`src/sv/hkv_pkg.sv`:
```
// Shared types, constants and state codes for the hashed key-value table.
// No dependencies; every other file refers to it by scoped names.
`timescale 1ns / 1ps

package hkv_pkg;

    localparam int BUCKETS         = 1024;
    localparam int WAYS            = 4;
    localparam int KEY_BYTES       = 8;
    localparam int VALUE_BITS      = 32;
    localparam int HASH_MUL        = 137;
    localparam int BUCKET_IDX_BITS = 16;
    localparam int CFG_BITS        = 11;
    localparam int CFG_RESET       = 1024;
    localparam int TOTAL_BITS      = 13;

    typedef enum logic [1:0] {
        FN_PUT    = 2'd0,
        FN_GET    = 2'd1,
        FN_REMOVE = 2'd2,
        FN_UNUSED = 2'd3
    } t_func;

    typedef enum logic [1:0] {
        ST_OK       = 2'd0,
        ST_MISS     = 2'd1,
        ST_FULL     = 2'd2,
        ST_ZERO_LEN = 2'd3
    } t_status;

    // How the back end must treat a queued job
    typedef enum logic [1:0] {
        K_NORMAL   = 2'd0,
        K_ZERO_LEN = 2'd1,
        K_BAD_FUNC = 2'd2
    } t_kind;

    typedef struct packed {
        logic [1:0]            func;
        logic [63:0]           key_bytes;
        logic [3:0]            key_length;
        logic [VALUE_BITS-1:0] value_in;
    } t_req;

    typedef struct packed {
        logic [1:0]            status;
        logic [VALUE_BITS-1:0] value_out;
        logic [TOTAL_BITS-1:0] entry_total;
    } t_rsp;

    // Classified request handed from front to back
    typedef struct packed {
        t_kind                      kind;
        logic [1:0]                 func;
        logic [63:0]                key;
        logic [3:0]                 len;
        logic [VALUE_BITS-1:0]      value;
        logic [BUCKET_IDX_BITS-1:0] bucket;
    } t_job;

    typedef struct packed {
        logic                  valid;
        logic [3:0]            len;
        logic [63:0]           key;
        logic [VALUE_BITS-1:0] value;
    } t_way;

    typedef enum logic [1:0] {
        F_IDLE = 2'd0,
        F_HASH = 2'd1,
        F_MOD  = 2'd2,
        F_PUSH = 2'd3
    } t_front_state;

    typedef enum logic [1:0] {
        B_CLEAR = 2'd0,
        B_IDLE  = 2'd1,
        B_EVAL  = 2'd2,
        B_RESP  = 2'd3
    } t_back_state;

endpackage

```
`src/sv/hkv_front.sv`:
```
// Front end: takes requests, hashes the key byte by byte, reduces the hash
// modulo the bucket count bit by bit, and pushes a classified job. Uses hkv_pkg.
`timescale 1ns / 1ps

module hkv_front #(
    parameter int BUCKETS = hkv_pkg::BUCKETS
) (
    input  logic                           i_clk,
    input  logic                           i_rst_n,
    input  logic                           start,
    output logic                           busy,
    input  hkv_pkg::t_req                  i_req,
    input  logic                           i_hold,
    input  logic [hkv_pkg::CFG_BITS-1:0]   i_bucket_count,
    input  logic                           i_q_full,
    output logic                           o_push,
    output hkv_pkg::t_job                  o_job
);

    localparam int NW = $clog2(BUCKETS + 1);

    hkv_pkg::t_front_state r_state, n_state;
    hkv_pkg::t_job         r_job, n_job;
    logic [31:0]           r_h, n_h;
    logic [2:0]            r_idx, n_idx;
    logic [4:0]            r_cnt, n_cnt;
    logic [NW-1:0]         r_rem, n_rem;

    logic          accept;
    logic [31:0]   cfg_ext;
    logic [31:0]   eff_ext;
    logic [NW-1:0] eff_n;
    logic [3:0]    len_sat;
    logic [63:0]   key_masked;
    logic [7:0]    cur_byte;
    logic [NW:0]   trial;
    logic          last_byte;

    assign busy   = (r_state != hkv_pkg::F_IDLE) || i_hold;
    assign accept = start && !busy;

    // Clamp the configured bucket count to 1..BUCKETS
    always_comb begin
        cfg_ext = 32'(i_bucket_count);
        if (cfg_ext == 32'd0) begin
            eff_ext = 32'd1;
        end else if (cfg_ext > 32'(BUCKETS)) begin
            eff_ext = 32'(BUCKETS);
        end else begin
            eff_ext = cfg_ext;
        end
        eff_n = eff_ext[NW-1:0];
    end

    // Saturate the length and drop the unused key bytes
    always_comb begin
        if (i_req.key_length > 4'(hkv_pkg::KEY_BYTES)) begin
            len_sat = 4'(hkv_pkg::KEY_BYTES);
        end else begin
            len_sat = i_req.key_length;
        end
        for (int b = 0; b < 8; b++) begin
            key_masked[b*8 +: 8] = (4'(b) < len_sat) ? i_req.key_bytes[b*8 +: 8] : 8'd0;
        end
    end

    assign cur_byte  = r_job.key[{r_idx, 3'b000} +: 8];
    assign last_byte = (4'(r_idx) + 4'd1) == r_job.len;
    assign trial     = {r_rem, r_h[31]};

    // Next state
    always_comb begin
        n_state = r_state;
        case (r_state)
            hkv_pkg::F_IDLE: begin
                if (accept) begin
                    if (i_req.key_length == 4'd0 || i_req.func == hkv_pkg::FN_UNUSED) begin
                        n_state = hkv_pkg::F_PUSH;
                    end else begin
                        n_state = hkv_pkg::F_HASH;
                    end
                end
            end
            hkv_pkg::F_HASH: begin
                if (last_byte) n_state = hkv_pkg::F_MOD;
            end
            hkv_pkg::F_MOD: begin
                if (r_cnt == 5'd31) n_state = hkv_pkg::F_PUSH;
            end
            hkv_pkg::F_PUSH: begin
                if (!i_q_full) n_state = hkv_pkg::F_IDLE;
            end
            default: n_state = hkv_pkg::F_IDLE;
        endcase
    end

    // Datapath updates and queue push
    always_comb begin
        n_job  = r_job;
        n_h    = r_h;
        n_idx  = r_idx;
        n_cnt  = r_cnt;
        n_rem  = r_rem;
        o_push = 1'b0;
        case (r_state)
            hkv_pkg::F_IDLE: begin
                if (accept) begin
                    n_job.func   = i_req.func;
                    n_job.key    = key_masked;
                    n_job.len    = len_sat;
                    n_job.value  = i_req.value_in;
                    n_job.bucket = '0;
                    if (i_req.key_length == 4'd0) begin
                        n_job.kind = hkv_pkg::K_ZERO_LEN;
                    end else if (i_req.func == hkv_pkg::FN_UNUSED) begin
                        n_job.kind = hkv_pkg::K_BAD_FUNC;
                    end else begin
                        n_job.kind = hkv_pkg::K_NORMAL;
                    end
                    n_h   = 32'd0;
                    n_idx = 3'd0;
                end
            end
            hkv_pkg::F_HASH: begin
                n_h   = 32'(r_h * 32'(hkv_pkg::HASH_MUL)) + 32'(cur_byte);
                n_idx = r_idx + 3'd1;
                n_cnt = 5'd0;
                n_rem = '0;
            end
            hkv_pkg::F_MOD: begin
                // One restoring step per cycle, MSB first
                if (trial >= {1'b0, eff_n}) begin
                    n_rem = NW'(trial - {1'b0, eff_n});
                end else begin
                    n_rem = trial[NW-1:0];
                end
                n_h   = {r_h[30:0], 1'b0};
                n_cnt = r_cnt + 5'd1;
            end
            hkv_pkg::F_PUSH: begin
                if (r_job.kind == hkv_pkg::K_NORMAL) begin
                    n_job.bucket = hkv_pkg::BUCKET_IDX_BITS'(r_rem);
                end
                o_push = !i_q_full;
            end
            default: ;
        endcase
    end

    always_comb begin
        o_job = r_job;
        if (r_job.kind == hkv_pkg::K_NORMAL) begin
            o_job.bucket = hkv_pkg::BUCKET_IDX_BITS'(r_rem);
        end
    end

    always_ff @(posedge i_clk) begin
        if (!i_rst_n) begin
            r_state <= hkv_pkg::F_IDLE;
        end else begin
            r_state <= n_state;
        end
        r_job <= n_job;
        r_h   <= n_h;
        r_idx <= n_idx;
        r_cnt <= n_cnt;
        r_rem <= n_rem;
    end

endmodule

```
`config.mk`:
```
export PLATFORM = sky130hd
export DESIGN_NAME = hkv_front
export DESIGN_NICKNAME = d
export VERILOG_FILES = /design/src/sv/hkv_pkg.sv /design/src/sv/hkv_front.sv
export SDC_FILE = /design/constraint.sdc
export NUM_CORES = 1
export LEC_CHECK = 0
export BUFFER_PORTS_ARGS = -buffer_cell sky130_fd_sc_hd__buf_2
export CAP_MARGIN = 20
export CORE_MARGIN = 4
export CORE_UTILIZATION = 26
export DETAILED_ROUTE_END_ITERATION = 12
export PLACE_DENSITY = 0.4
export SYNTH_ARGS = -nofsm -noshare
export SYNTH_HDL_FRONTEND = slang
export SYNTH_SLANG_ARGS = --single-unit
```
`constraint.sdc`:
```
create_clock -name i_clk -period 9.4 [get_ports i_clk]
set_clock_uncertainty 0.15 [all_clocks]
set_input_delay 0.94 -clock i_clk [delete_from_list [all_inputs] [get_ports i_clk]]
set_output_delay 0.94 -clock i_clk [all_outputs]
set_load 0.005 [all_outputs]
```
==> key figures <==
Setup path
  – Critical path peak fanout: 18
  – Most used cell, CP: ha_1
  – Critical path data arrival time: 5.57 ns
  – Crit path kind: reg2reg
  – Startpoint types: register
  – CP top delay family: adder cells
  – Crit-path cells: mux4_2, mux2_2, ha_1, ha_1, ha_1, inv_1, fa_1, inv_1, ha_1, a21oi_1, nand2_1, o211ai_1, nand2_1, a311oi_1, o21bai_1, xnor2_1, o21ai_1
  – CP bufs+invs: 2
  – Worst Setup End Kind: register
  – Critical Path Slowest Stage Cell: edfxtp_1
  – CP required: 9.44 ns
  – Max incr delay on CP: 0.92 ns

STA
  – Fin. Hold Viols: 0
  – Min Clock Period, post-route: 5.536 ns
  – Peak Freq: 180.6 MHz
  – Final Cycle Share: 0.5890
  – RSZ-0062 raised after global routing: no
  – Final number of setup-violating endpoints: 0
  – Final setup TNS: 0 ns
  – Slew Limit Fails: 0
  – Worst rel slew slack: 0.3369
  – Least-Margin Pin Slew: 0.9946 ns
  – Final hold slack: 0.4284 ns

Layout
  – Fin util: 0.3007
  – Layout cells sized above 1: 0.2510
  – Fillers: 4,755
  – Nets: 1,503
  – Synthesis-to-layout area growth: 14.05%

Drt
  – Final WL: 32,840 um
  – Drt via density: 4.276
  – Drt drc: 0
  – DR vias: 7,928
  – TritonRoute pass-1 iters: 5
  – Antenna viol nets, final: 0
  – Wire per inst: 17.71 um
  – First-iteration detailed-routing DRC count: 369

Synth
  – Syn nets: 1,367
  – Post-synth EDFFs: 171
  – Library cells used by synthesis: 65
  – Most common cell in the netlist: edfxtp_1
  – Compound-Gate Fraction of Synth Area: 0.07570
  – Post-synthesis xor/xnor area fraction: 0.03207
  – Post-synth top cells: edfxtp_1, inv_1, ha_1
  – Yosys top cell by area: edfxtp_1
  – Cell Area, Synth: 0.01202 sq mm
  – Post-synth ARST share: 0
  – Sequential area share after synthesis: 0.4307
  – Synth Register Bits: 173
  – Largest family of logic cells by synthesized area: adder cells
  – Synth top area cells: edfxtp_1, ha_1, buf_4
  – Post-synthesis adder-cell area fraction: 0.1724
  – Post-synthesis mux area share: 0.04498
  – Mapped Cells: 1,102
  – Synth warn: 0
  – Syn Area/Cell: 10.90 sq um
  – Synth Area in Simple Gates: 0.1201
  – Dominant synthesized flop cell: edfxtp_1
  – Post-synth top area share: 0.4273

Clocking
  – Post-CTS resize count: 0
  – Clock root buffer: clkbuf_16
  – Clk Latency, worst-skew pair: 0.45 ns
  – Sink Count: 173
  – Clock H-tree levels: 4
  – Total CTS buffers: 17
  – Setup bufs post-CTS: 0
  – Hold_buf cts: 0
  – Clock tree buffer depth: 2
  – Worst-path clk slew: 0.07 ns
  – TritonCTS clock tree: done

GRT
  – Initial antenna violation count: 6
  – Largest net degree at the start of global routing: 75
  – GR Overflow Total: 0
  – Vias in the first global route: 8,480
  – Wire length of the first global-routing pass: 50,760 um
  – Overall Global Routing Usage: 0.1321

Floorplan
  – Die H: 223.0 um
  – IO Pins: 240
  – Starting Density: 0.2637
  – Std cell rows: 78
  – Chip width: 223.0 um
  – Die area: 0.04972 sq mm
  – Placeable Area: 0.04558 sq mm

Placement
  – Port Buf Inserts: 239
  – GPL Wtd Cong: 0.7524
  – Dpl hpwl: 26,130 um

Worst hold path
  – Hold Path Class: reg2reg

Run status
  – Status: completed

Job
  – Max Cap Viol: 0
-- final cells by class --
| cell class | count | area [sq um] | share of cell area |
|---|---|---|---|
| Sequential cell | 173 | 5175 | 0.3776 |
| Antenna cell | 3 | 7.507 | 0.0005478 |
| Timing Repair Buffer | 248 | 1264 | 0.09221 |
| Multi-Input combinational cell | 644 | 5368 | 0.3917 |
| Clock inverter | 15 | 133.9 | 0.009769 |
| Tap cell | 600 | 750.7 | 0.05478 |
| Inverter | 154 | 580.6 | 0.04236 |
| Clock buffer | 17 | 425.4 | 0.03104 |
-- metal layers --
metal / wire length (um) / GRT usage / vias to the layer above
met3: 2418 / 0.04697 / 31
li1: - / - / 3926
met4: 440 / 0.03539 / 6
met1: 14000 / 0.1612 / 3761
met5: 47 / 0 / -
met2: 15930 / 0.2220 / 204
-- registers in the layout (all words and copies together), names as in the netlist --
name / count
r_job: 16
r_state: 2
r_cnt: 5
r_idx: 3
o_job: 104
r_h: 32
r_rem: 11
-- per-stage QoR --
step	setup slack [ns]	cell area, sq um	cells
global placement	3.957	13140	1819
global route	3.496	13700	1851
floorplan	3.934	12020	1102
finish	3.864	13700	1854
CTS	3.869	13700	1851
detailed placement	3.886	13140	1819
-- final timing paths --
kind | startpoint | depth (start not counted) | slack, ns | to
min reg2reg | r_job[11] | 1 | 0.43 | r_job[11]
max reg2reg | r_idx[1] | 17 | 3.86 | r_h[24]
min | r_job[11] | 1 | 0.43 | r_job[11]
max | r_idx[1] | 17 | 3.86 | r_h[24]
-- cell families after synthesis --
logic type	Yosys count
and+or+nand+nor	282
buffers and inverters	285
AOI/OAI and AO/OA	138
DFF	173
muxes	33
adders and majority gates	147
xor gates and xnor gates	44
-- layout by cell type, fill, tap and decap left out, drive strengths merged, types with 10 or more instances in the layout --
| cell type | instances |
|---|---|
| buf | 248 |
| edfxtp | 171 |
| inv | 158 |
| ha | 116 |
| nand2 | 99 |
| nor2b | 64 |
| o21ai | 45 |
| and2 | 40 |
| a21oi | 37 |
| fa | 31 |
| nor2 | 30 |
| xnor2 | 30 |
| clkbuf | 17 |
| mux4 | 16 |
| xor2 | 14 |
| nor3 | 10 |
Power is not shown: default switching activity piles up to over one toggle a cycle in this logic, so the estimate is an artifact.
