$ cat src/sv/hkv_pkg.sv
// Shared types, constants and state codes for the hashed key-value table.
// No dependencies; every other file refers to it by scoped names.
`timescale 1ns / 1ps

package hkv_pkg;

    localparam int BUCKETS         = 1024;
    localparam int WAYS            = 4;
    localparam int KEY_BYTES       = 8;
    localparam int VALUE_BITS      = 32;
    localparam int HASH_MUL        = 137;
    localparam int BUCKET_IDX_BITS = 16;
    localparam int CFG_BITS        = 11;
    localparam int CFG_RESET       = 1024;
    localparam int TOTAL_BITS      = 13;

    typedef enum logic [1:0] {
        FN_PUT    = 2'd0,
        FN_GET    = 2'd1,
        FN_REMOVE = 2'd2,
        FN_UNUSED = 2'd3
    } t_func;

    typedef enum logic [1:0] {
        ST_OK       = 2'd0,
        ST_MISS     = 2'd1,
        ST_FULL     = 2'd2,
        ST_ZERO_LEN = 2'd3
    } t_status;

    // How the back end must treat a queued job
    typedef enum logic [1:0] {
        K_NORMAL   = 2'd0,
        K_ZERO_LEN = 2'd1,
        K_BAD_FUNC = 2'd2
    } t_kind;

    typedef struct packed {
        logic [1:0]            func;
        logic [63:0]           key_bytes;
        logic [3:0]            key_length;
        logic [VALUE_BITS-1:0] value_in;
    } t_req;

    typedef struct packed {
        logic [1:0]            status;
        logic [VALUE_BITS-1:0] value_out;
        logic [TOTAL_BITS-1:0] entry_total;
    } t_rsp;

    // Classified request handed from front to back
    typedef struct packed {
        t_kind                      kind;
        logic [1:0]                 func;
        logic [63:0]                key;
        logic [3:0]                 len;
        logic [VALUE_BITS-1:0]      value;
        logic [BUCKET_IDX_BITS-1:0] bucket;
    } t_job;

    typedef struct packed {
        logic                  valid;
        logic [3:0]            len;
        logic [63:0]           key;
        logic [VALUE_BITS-1:0] value;
    } t_way;

    typedef enum logic [1:0] {
        F_IDLE = 2'd0,
        F_HASH = 2'd1,
        F_MOD  = 2'd2,
        F_PUSH = 2'd3
    } t_front_state;

    typedef enum logic [1:0] {
        B_CLEAR = 2'd0,
        B_IDLE  = 2'd1,
        B_EVAL  = 2'd2,
        B_RESP  = 2'd3
    } t_back_state;

endpackage

$ cat src/sv/hkv_queue.sv
// Two-entry job queue between front and back ends.
// Depends on hkv_pkg for the job type.
`timescale 1ns / 1ps

module hkv_queue (
    input  logic          i_clk,
    input  logic          i_rst_n,
    input  logic          i_push,
    input  hkv_pkg::t_job i_job,
    output logic          o_full,
    input  logic          i_pop,
    output hkv_pkg::t_job o_job,
    output logic          o_empty
);

    hkv_pkg::t_job r_slot [2];
    logic          r_wp, r_rp;
    logic [1:0]    r_fill;

    assign o_full  = r_fill == 2'd2;
    assign o_empty = r_fill == 2'd0;
    assign o_job   = r_slot[r_rp];

    // Advance pointers and track fill level
    always_ff @(posedge i_clk) begin
        if (!i_rst_n) begin
            r_wp   <= 1'b0;
            r_rp   <= 1'b0;
            r_fill <= 2'd0;
        end else begin
            if (i_push) r_wp <= !r_wp;
            if (i_pop)  r_rp <= !r_rp;
            r_fill <= r_fill + {1'b0, i_push} - {1'b0, i_pop};
        end
        if (i_push) r_slot[r_wp] <= i_job;
    end

endmodule

$ cat config.mk
export PLATFORM = sky130hd
export DESIGN_NAME = hkv_queue
export DESIGN_NICKNAME = d
export VERILOG_FILES = /design/src/sv/hkv_pkg.sv /design/src/sv/hkv_queue.sv
export SDC_FILE = /design/constraint.sdc
export NUM_CORES = 1
export LEC_CHECK = 0
export BUFFER_PORTS_ARGS = -buffer_cell sky130_fd_sc_hd__buf_2
export CAP_MARGIN = 5
export CORE_ASPECT_RATIO = 0.75
export CORE_MARGIN = 2
export CORE_UTILIZATION = 40
export CTS_BUF_LIST = sky130_fd_sc_hd__clkbuf_16
export DETAILED_ROUTE_END_ITERATION = 10
export PLACE_DENSITY_LB_ADDON = 0.1
export SKIP_LAST_GASP = 1
export SYNTH_ARGS = -nofsm -noshare
export SYNTH_HDL_FRONTEND = slang
export SYNTH_SLANG_ARGS = --single-unit
$ cat constraint.sdc
create_clock -name i_clk -period 18.41 [get_ports i_clk]
set_input_delay 4.6025 -clock i_clk [delete_from_list [all_inputs] [get_ports i_clk]]
set_output_delay 4.6025 -clock i_clk [all_outputs]
set_load 0.03 [all_outputs]
==> results of run 1 <==
cell families (layout without fill, tap and decap cells):
family	after synthesis	in the layout	share of synthesized area, %
AND/OR/NAND/NOR	9	9	0.603
multiplexers	120	120	15.2
other	0	3	0
adder cells (fa/ha/maj)	2	2	0.281
AO/OA/AOI/OAI	1	1	0.0842
flip-flops	245	245	81.9
buffers and inverters	15	296	1.59
XOR/XNOR	2	2	0.351
cells in the mapped netlist, drive strengths merged:
cell type / instances / share of area, %
edfxtp: 240 / 81
mux2: 120 / 15
buf: 13 / 1.5
dfxtp: 5 / 1.1
and2: 4 / 0.28
nor2b: 4 / 0.28
ha: 2 / 0.28
inv: 2 / 0.084
nor2: 1 / 0.042
o21a: 1 / 0.084
xnor3: 1 / 0.25
xor2: 1 / 0.098
worst min-delay path, delay by kind of cell, from the launching register on:
kind             cells  cell delay (ps)
XOR/XNOR             1               80
flip-flops           1              320
AND/OR/NAND/NOR      1              160
metal layers:
layer	track usage (%)	up-vias	wire [um]
met5	0	-	0
met1	19.5	2207	7620
met2	22.1	174	7650
met4	3.54	0	380
li1	-	2100	-
met3	6.14	30	1890
flip-flops by register name (all words and copies together), names as in the netlist, named ones only:
register,count
r_slot,240
r_fill,2
r_rp,1
r_wp,1
final cells by class:
type,count,area share [%]
sequential,245,65.4
multi-input combinational,134,13.2
timing repair buffer,249,11.2
clock buffer,25,5.60
tap,294,3.29
clock inverter,20,1.04
inverter,2,0.0672
antenna,3,0.0672
where the power goes:
| part | leakage, nW | switching, mW | internal (mW) | total (mW) |
|---|---|---|---|---|
| Clock | 0.400 | 0.199 | 0.260 | 0.458 |
| Sequential | 2.29 | 0.00969 | 0.645 | 0.655 |
| Combinational | 1.51 | 0.107 | 0.0597 | 0.167 |
worst paths after layout:
path                   from       endpoint  cells past startpoint
hold reg to reg        r_rp           r_rp                      2
hold / removal         r_rp           r_rp                      2
setup reg to reg       r_wp  r_slot[1][91]                      2
setup / recovery  flip-flop       o_job[3]                      3
stage by stage:
step	cell area [um^2]	hold WS (ps)	instances
6_report	11200	611	972
3_5_place_dp	10400	611	924
4_1_cts	11200	623	969
2_1_floorplan	8920	555	394
5_1_grt	11200	652	969
3_3_place_gp	10400	568	924
==> reports/results.tsv, run 1 <==
stage	metric	value	unit
status	outcome	completed	
sta	RSZ-0062 raised after global routing	no	
layout	# fillers	1869	
layout	# nets final	783	
yosys	synthesis-stage register bit count	245	
cts	TritonCTS buffer count	25	
yosys	Syn Nets	520	
power	LEAKAGE	4.20	nW
grt	largest net degree at the start of global routing	82	
yosys	Synth Warn #	0	
cts	Resized cells post-CTS	0	
floorplanning	DIE HEIGHT	133	um
sta	min setup slack post-route	10970	ps
sta	count of final setup violators	0	
floorplanning	Core ar.	0.0220	mm^2
yosys	Cells after Synth	394	
layout	Area growth syn-to-layout	25.3	%
routing	DRT Pass-1 Iters	4	
layout	most frequent cells in the layout	buf_2, edfxtp_1, mux2_2	
power	Power Dens Cells	115	mW/mm^2
setup_path	Slowest-stage cell, CP	buf_4	
sta	fmax	134	MHz
cts	htree depth	1	
sta	fin. max-slew vios	0	
floorplanning	die area	0.0235	mm^2
cts	worst skew pair latency	520	ps
cts	Root Buffer	clkbuf_16	
routing	Vias	4511	
place	post-DP HPWL	11.3	mm
routing	Post-Route WL	17.5	mm
grt	initial antenna violation count	3	
yosys	sequential fraction of the synthesis area	81.9	%
routing	DR WL/cell	18.1	um
hold_path	Hold Crit Class	flip-flop to flip-flop	
grt	GRT Overall Usage	14.6	%
power	total chip power	1.28	mW
cts	clock sink count	245	
layout	Core Util, Final	50.8	%
yosys	Mapped Area	0.00892	mm^2
place	Port Buffers	245	
yosys	synthesized area per cell	22.6	um^2
yosys	Synth cell types	13	
layout	layout cells sized above 1	60.3	%
sta	Min Clock Period, post-route	7440	ps
setup_path	WP data required	13810	ps
cts	# hold bufs at CTS	0	
place	RePlAce Congestion	0.721	
sta	final worst-path cycle share	40.4	%
routing	post-route antenna net violation count	0	
cts	# Post-CTS Setup Buffers	0	
floorplanning	Initial Utilization	40.5	%
power	VDD IR max	0.0641	mV
setup_path	number of buffers and inverters on the critical path	2	
floorplanning	# rows	47	
routing	Vias per Instance	4.64	
sta	Fin. Hold Viols	0	
layout	FF+latch area	0.00731	mm^2
setup_path	crit end category	primary output	
routing	DRC violations left	0	
setup_path	Worst EP arrival	2840	ps
grt	vias in the first global route	4860	
setup_path	CP Class	flip-flop to primary output	
layout	most common cell after layout, fill and taps aside	buf_2	
setup_path	CP max FO	81	
layout	area taken by multi-input logic gates	0.00148	mm^2
cts	CTS tree	built	
setup_path	FF-to-FF setup slack	16120	ps
sta	Tightest Pin Transition	1110	ps
floorplanning	DIE WIDTH	176	um
place	Setup WS pre-CTS	11430	ps
sta	Worst Clk Skew	7.24	ps
job	max-cap violation count	0	
floorplanning	IO Count	246	
setup_path	worst path cell trace	buf_4 -> mux2_2 -> buf_2	
cts	CTS max path bufs	3	
setup_path	crit start category	flip-flop	
grt	first-pass GRT wire length	26.5	mm
setup_path	Crit path max-delay family	buffers and inverters	
sta	Slew Limit Headroom	26.0	%
setup_path	Worst path max stage delay	930	ps
grt	global route overflow	0	
sta	setup tns final	0	ps
cts	clk slew on worst S/H paths	60	ps
routing	1st-iter DRT viols	247	
Note: power is estimated with default switching activity, not from simulation.
==> inputs of run 2 (changes only) <==
--- a/config.mk
+++ b/config.mk
@@ -5,6 +5,7 @@
 export SDC_FILE = /design/constraint.sdc
 export NUM_CORES = 1
 export LEC_CHECK = 0
+export ABC_AREA = 1
 export BUFFER_PORTS_ARGS = -buffer_cell sky130_fd_sc_hd__buf_2
 export CAP_MARGIN = 5
 export CORE_ASPECT_RATIO = 0.75
==> constraint.sdc (replaced) <==
create_clock -name i_clk -period 6.9 [get_ports i_clk]
set_input_delay 1.725 -clock i_clk [delete_from_list [all_inputs] [get_ports i_clk]]
set_output_delay 1.725 -clock i_clk [all_outputs]
set_load 0.03 [all_outputs]
==> reports/results.tsv, run 2 <==
stage	metric	value	unit
setup_path	Worst path max stage delay	1070	ps
yosys	Synth Warn #	0	
sta	Slew Limit Headroom	26.8	%
setup_path	Worst EP arrival	2860	ps
place	Setup WS pre-CTS	2790	ps
yosys	Primary FF master, synth	edfxtp_1	
place	Port Buffers	245	
layout	cell area after layout	0.0112	mm^2
sta	final hold slack	507	ps
grt	GRT Overall Usage	14.2	%
setup_path	worst path cell trace	buf_4 -> mux2_2 -> buf_2	
routing	Vias	4548	
yosys	synthesized area per cell	22.0	um^2
yosys	Synth cell types	11	
layout	most common cell after layout, fill and taps aside	buf_2	
power	VDD IR max	0.156	mV
sta	final worst-path cycle share	66.4	%
sta	RSZ-0062 raised after global routing	no	
layout	max reg flops	240	
floorplanning	Core ar.	0.0220	mm^2
grt	initial antenna violation count	2	
place	RePlAce Congestion	0.738	
sta	Tightest Pin Transition	1100	ps
floorplanning	DIE WIDTH	176	um
yosys	sequential fraction of the synthesis area	81.9	%
yosys	Syn Nets	532	
yosys	top post-synthesis cells by area	edfxtp_1, mux2_2, buf_6	
layout	Largest regs	r_slot: 240 flops, r_fill: 2 flops	
cts	htree depth	1	
sta	min setup slack post-route	2320	ps
grt	most used routing layer	met2	
routing	DR WL/cell	17.5	um
floorplanning	die area	0.0235	mm^2
place	post-DP HPWL	11.0	mm
yosys	Post-synth EDFFs	240	
yosys	ys async rst share	0	%
yosys	area share of the largest cell type after synthesis	80.8	%
grt	global route overflow	0	
yosys	Cells after Synth	406	
floorplanning	DIE HEIGHT	133	um
sta	fin. max-slew vios	0	
sta	count of final setup violators	0	
grt	GR met2 Demand/Resource	21.9	%
layout	# nets final	795	
layout	Area growth syn-to-layout	25.2	%
grt	first-pass GRT wire length	25.9	mm
layout	Top reg by flops	r_slot	
routing	Post-Route WL	17.2	mm
cts	# Post-CTS Setup Buffers	0	
status	outcome	completed	
cts	clk slew on worst S/H paths	60	ps
yosys	post-synth top area cell	edfxtp_1	
floorplanning	IO Count	246	
setup_path	Crit Reg-Reg Startpoint	r_wp	
setup_path	crit start category	flip-flop	
setup_path	WP data required	5180	ps
power	Power Dens Cells	300	mW/mm^2
layout	Core Util, Final	50.8	%
place	Placed Cells	936	
routing	Vias per Instance	4.63	
layout	Non-Filler Instances	983	
routing	DRC violations left	0	
sta	setup tns final	0	ps
yosys	cell with the most instances after synthesis	edfxtp_1	
cts	CTS max path bufs	3	
cts	worst skew pair latency	500	ps
cts	Resized cells post-CTS	0	
sta	Fin. Hold Viols	0	
sta	Worst Clk Skew	9.87	ps
routing	DRT Pass-1 Iters	4	
power	total chip power	3.36	mW
hold_path	Hold Crit Class	flip-flop to flip-flop	
setup_path	crit end category	primary output	
hold_path	hold path start	r_rp	
job	max-cap violation count	0	
grt	M1 GR Usage	19.2	%
yosys	synthesis-stage register bit count	245	
grt	vias in the first global route	4760	
yosys	most instantiated cells after synthesis	edfxtp_1, mux2_2, buf_6	
setup_path	Slowest-stage cell, CP	dfxtp_4	
power	LEAKAGE	4.20	nW
setup_path	number of buffers and inverters on the critical path	2	
cts	TritonCTS buffer count	25	
grt	M3 GR Usage	4.74	%
place	Placed Area	0.0104	mm^2
cts	# hold bufs at CTS	0	
cts	CTS tree	built	
routing	1st-iter DRT viols	279	
routing	post-route antenna net violation count	0	
layout	most frequent cells in the layout	buf_2, edfxtp_1, mux2_2	
setup_path	Crit path max-delay family	flip-flops	
cts	Root Buffer	clkbuf_16	
floorplanning	# rows	47	
cts	clock sink count	245	
setup_path	CP max FO	80	
grt	largest net degree at the start of global routing	81	
sta	fmax	218	MHz
floorplanning	Initial Utilization	40.5	%
setup_path	CP Class	flip-flop to primary output	
sta	Min Clock Period, post-route	4580	ps
yosys	Mapped Area	0.00892	mm^2
layout	layout cells sized above 1	59.4	%
run 2: cell count changes after synthesis, moves of 4 or more:
cell / delta
nor2b_1: -4
nor2_1: +8
and2_1: -4
nand2_1: +8
inv_1: +5
run 2: cell type report:
class	instances	area (um^2)
fill	1858	10800
sequential	245	7310
multi-input combinational	141	1460
timing repair buffer	249	1260
clock buffer	25	626
tap	294	368
clock inverter	20	116
inverter	7	28.8
antenna	2	5.00
run 2: worst min-delay path: cells and delay by family (launching register included):
family	cells	cell delay [ps]
DFF	1	330
and+or+nand+nor	2	140
run 2: worst paths after layout:
| check | end | depth (start not counted) | slack [ps] |
|---|---|---|---|
| worst max register to register | r_slot[1][14] | 3 | 4540 |
| worst max-delay path | o_job[86] | 3 | 2320 |
| worst min register to register | r_rp | 2 | 510 |
| worst min-delay path | r_rp | 2 | 510 |
run 2: report_power, final:
part           internal (mW)  switching, mW
sequential              1.72         0.0311
clock                  0.693          0.520
combinational          0.136          0.250
total                   2.55          0.801
run 2: kinds of logic (layout without fill, tap and decap cells):
group | Yosys count | in the layout | synth area share (%)
buffers and inverters | 20 | 301 | 1.80
adders and majority gates | 2 | 2 | 0.281
and+or+nand+nor | 18 | 18 | 0.772
DFF | 245 | 245 | 81.9
AOI/OAI and AO/OA | 1 | 1 | 0.0561
other | 0 | 2 | 0
muxes | 120 | 120 | 15.2
run 2: layer usage:
layer | wire length [um] | up-vias
met5 | 0 | -
met1 | 7460 | 2204
met3 | 1540 | 32
met4 | 499 | 0
met2 | 7690 | 182
li1 | - | 2130
==> inputs of run 3 (changes only) <==
==> constraint.sdc (replaced) <==
create_clock -name i_clk -period 4.15 [get_ports i_clk]
set_input_delay 1.0375 -clock i_clk [delete_from_list [all_inputs] [get_ports i_clk]]
set_output_delay 1.0375 -clock i_clk [all_outputs]
set_load 0.03 [all_outputs]
==> reports/results.tsv, run 3 (same netlist as run 2, synthesis figures left out) <==
stage	metric	value	unit
power	Int Power	4.38	mW
setup_path	worst path cell trace	buf_4 -> mux2_2 -> buf_2	
sta	Worst Clk Skew	11.2	ps
cts	# Post-CTS Setup Buffers	0	
floorplanning	# rows	47	
floorplanning	IO Count	246	
layout	layout cells sized above 1	59.5	%
cts	TritonCTS buffer count	25	
sta	fin. max-slew vios	0	
floorplanning	Core ar.	0.0220	mm^2
sta	count of final setup violators	0	
routing	1st-iter DRT viols	264	
routing	DRT Pass-1 Iters	4	
power	Clock power frac	37.6	%
routing	Post-Route WL	17.5	mm
sta	Fin. Hold Viols	0	
setup_path	Slowest-stage cell, CP	dfxtp_4	
cts	Root Buffer	clkbuf_16	
cts	clk slew on worst S/H paths	60	ps
setup_path	CP max FO	35	
layout	# nets final	797	
grt	first-pass GRT wire length	26.2	mm
routing	DRC violations left	0	
setup_path	Worst path max stage delay	660	ps
floorplanning	die area	0.0235	mm^2
power	switching part of the total	23.5	%
power	Psw	1.34	mW
layout	Largest regs	r_slot: 240 flops, r_fill: 2 flops	
layout	most frequent cells in the layout	buf_2, edfxtp_1, mux2_2	
cts	clock sink count	245	
place	post-DP HPWL	11.5	mm
cts	Resized cells post-CTS	0	
sta	Min Clock Period, post-route	3330	ps
setup_path	CP Class	flip-flop to primary output	
power	Gate power share	11.5	%
place	Placed Area	0.0105	mm^2
routing	DR WL/cell	17.7	um
power	VDD IR max	0.338	mV
grt	initial antenna violation count	5	
setup_path	number of buffers and inverters on the critical path	2	
layout	Non-Filler Instances	986	
floorplanning	DIE HEIGHT	133	um
status	outcome	completed	
setup_path	Worst EP arrival	2290	ps
layout	Top reg by flops	r_slot	
sta	RSZ-0062 raised after global routing	no	
place	Placed Cells	938	
routing	post-route antenna net violation count	0	
setup_path	Crit path max-delay family	buffers and inverters	
grt	vias in the first global route	4749	
routing	Vias per Instance	4.64	
power	sequential cell fraction of total power	50.8	%
cts	# hold bufs at CTS	0	
cts	CTS max path bufs	3	
floorplanning	DIE WIDTH	176	um
cts	worst skew pair latency	510	ps
grt	largest net degree at the start of global routing	71	
setup_path	WP data required	3110	ps
power	LEAKAGE	4.26	nW
setup_path	crit end category	primary output	
sta	Slew Limit Headroom	47.4	%
sta	final worst-path cycle share	80.3	%
place	RePlAce Congestion	0.771	
grt	global route overflow	0	
sta	Tightest Pin Transition	790	ps
cts	htree depth	1	
job	max-cap violation count	0	
layout	most common cell after layout, fill and taps aside	buf_2	
layout	cell area after layout	0.0113	mm^2
floorplanning	Initial Utilization	40.5	%
place	Port Buffers	245	
layout	Area growth syn-to-layout	26.5	%
cts	CTS tree	built	
hold_path	Hold Crit Class	flip-flop to flip-flop	
sta	final hold slack	528	ps
grt	GRT Overall Usage	14.4	%
power	Power Dens Cells	507	mW/mm^2
power	total chip power	5.72	mW
layout	max reg flops	240	
setup_path	crit start category	flip-flop	
sta	fmax	300	MHz
routing	Vias	4576	
sta	setup tns final	0	ps
## run 3: cell types whose count changed in the layout (fill, tap and decap cells not counted)
cell	change
diode_2	+3
buf_4	-1
inv_1	+5
buf_12	+3
bufinv_16	+2
clkinv_1	-6
clkinv_2	-4
clkinv_8	+1
## run 3: tightest hold or removal path: cells and delay by family, from the launching register on
| kind | cells | cell delay [ps] |
|---|---|---|
| flops | 1 | 330 |
| simple gates | 2 | 160 |
## run 3: metal layers
layer	share of wire [%]	track usage, %
met1	42	18.5
met2	45	22.6
met3	10	5.85
met4	2.8	4.09
met5	0.13	0
## run 3: metrics by stage
| stage | setup WS [ps] | util [%] |
|---|---|---|
| 3_5_place_dp | 1340 | 47.6 |
| 3_3_place_gp | 1420 | 47.6 |
| 2_1_floorplan | 244 | - |
| 6_report | 819 | 51.3 |
| 5_1_grt | 709 | 51.2 |
| 4_1_cts | 782 | 51.2 |
## run 3: power groups by stage
stage / clock network (mW) / registers (mW) / logic, mW
after detailed placement: 0 / 2.96 / 0.668
after floorplan: 0 / 2.95 / 0.458
after global placement: 0 / 2.96 / 0.654
final: 2.15 / 2.91 / 0.659
after global routing: 2.30 / 2.92 / 0.705
after CTS: 2.22 / 2.91 / 0.671
## run 3: layout make-up
class,count,area (um^2)
clock buffer,25,626
fill,1829,10700
timing repair buffer,251,1310
antenna,5,12.5
clock inverter,18,169
multi-input combinational,141,1460
inverter,7,28.8
tap,294,368
sequential,245,7310
## run 3: path summary, 6_finish.rpt
kind | startpoint | to | slack [ps] | cells past startpoint
worst max-delay path | flip-flop | o_job[85] | 820 | 3
worst min-delay path | r_rp | r_rp | 530 | 2
worst max register to register | r_wp | r_slot[1][3] | 2270 | 3
worst min register to register | r_rp | r_rp | 530 | 2
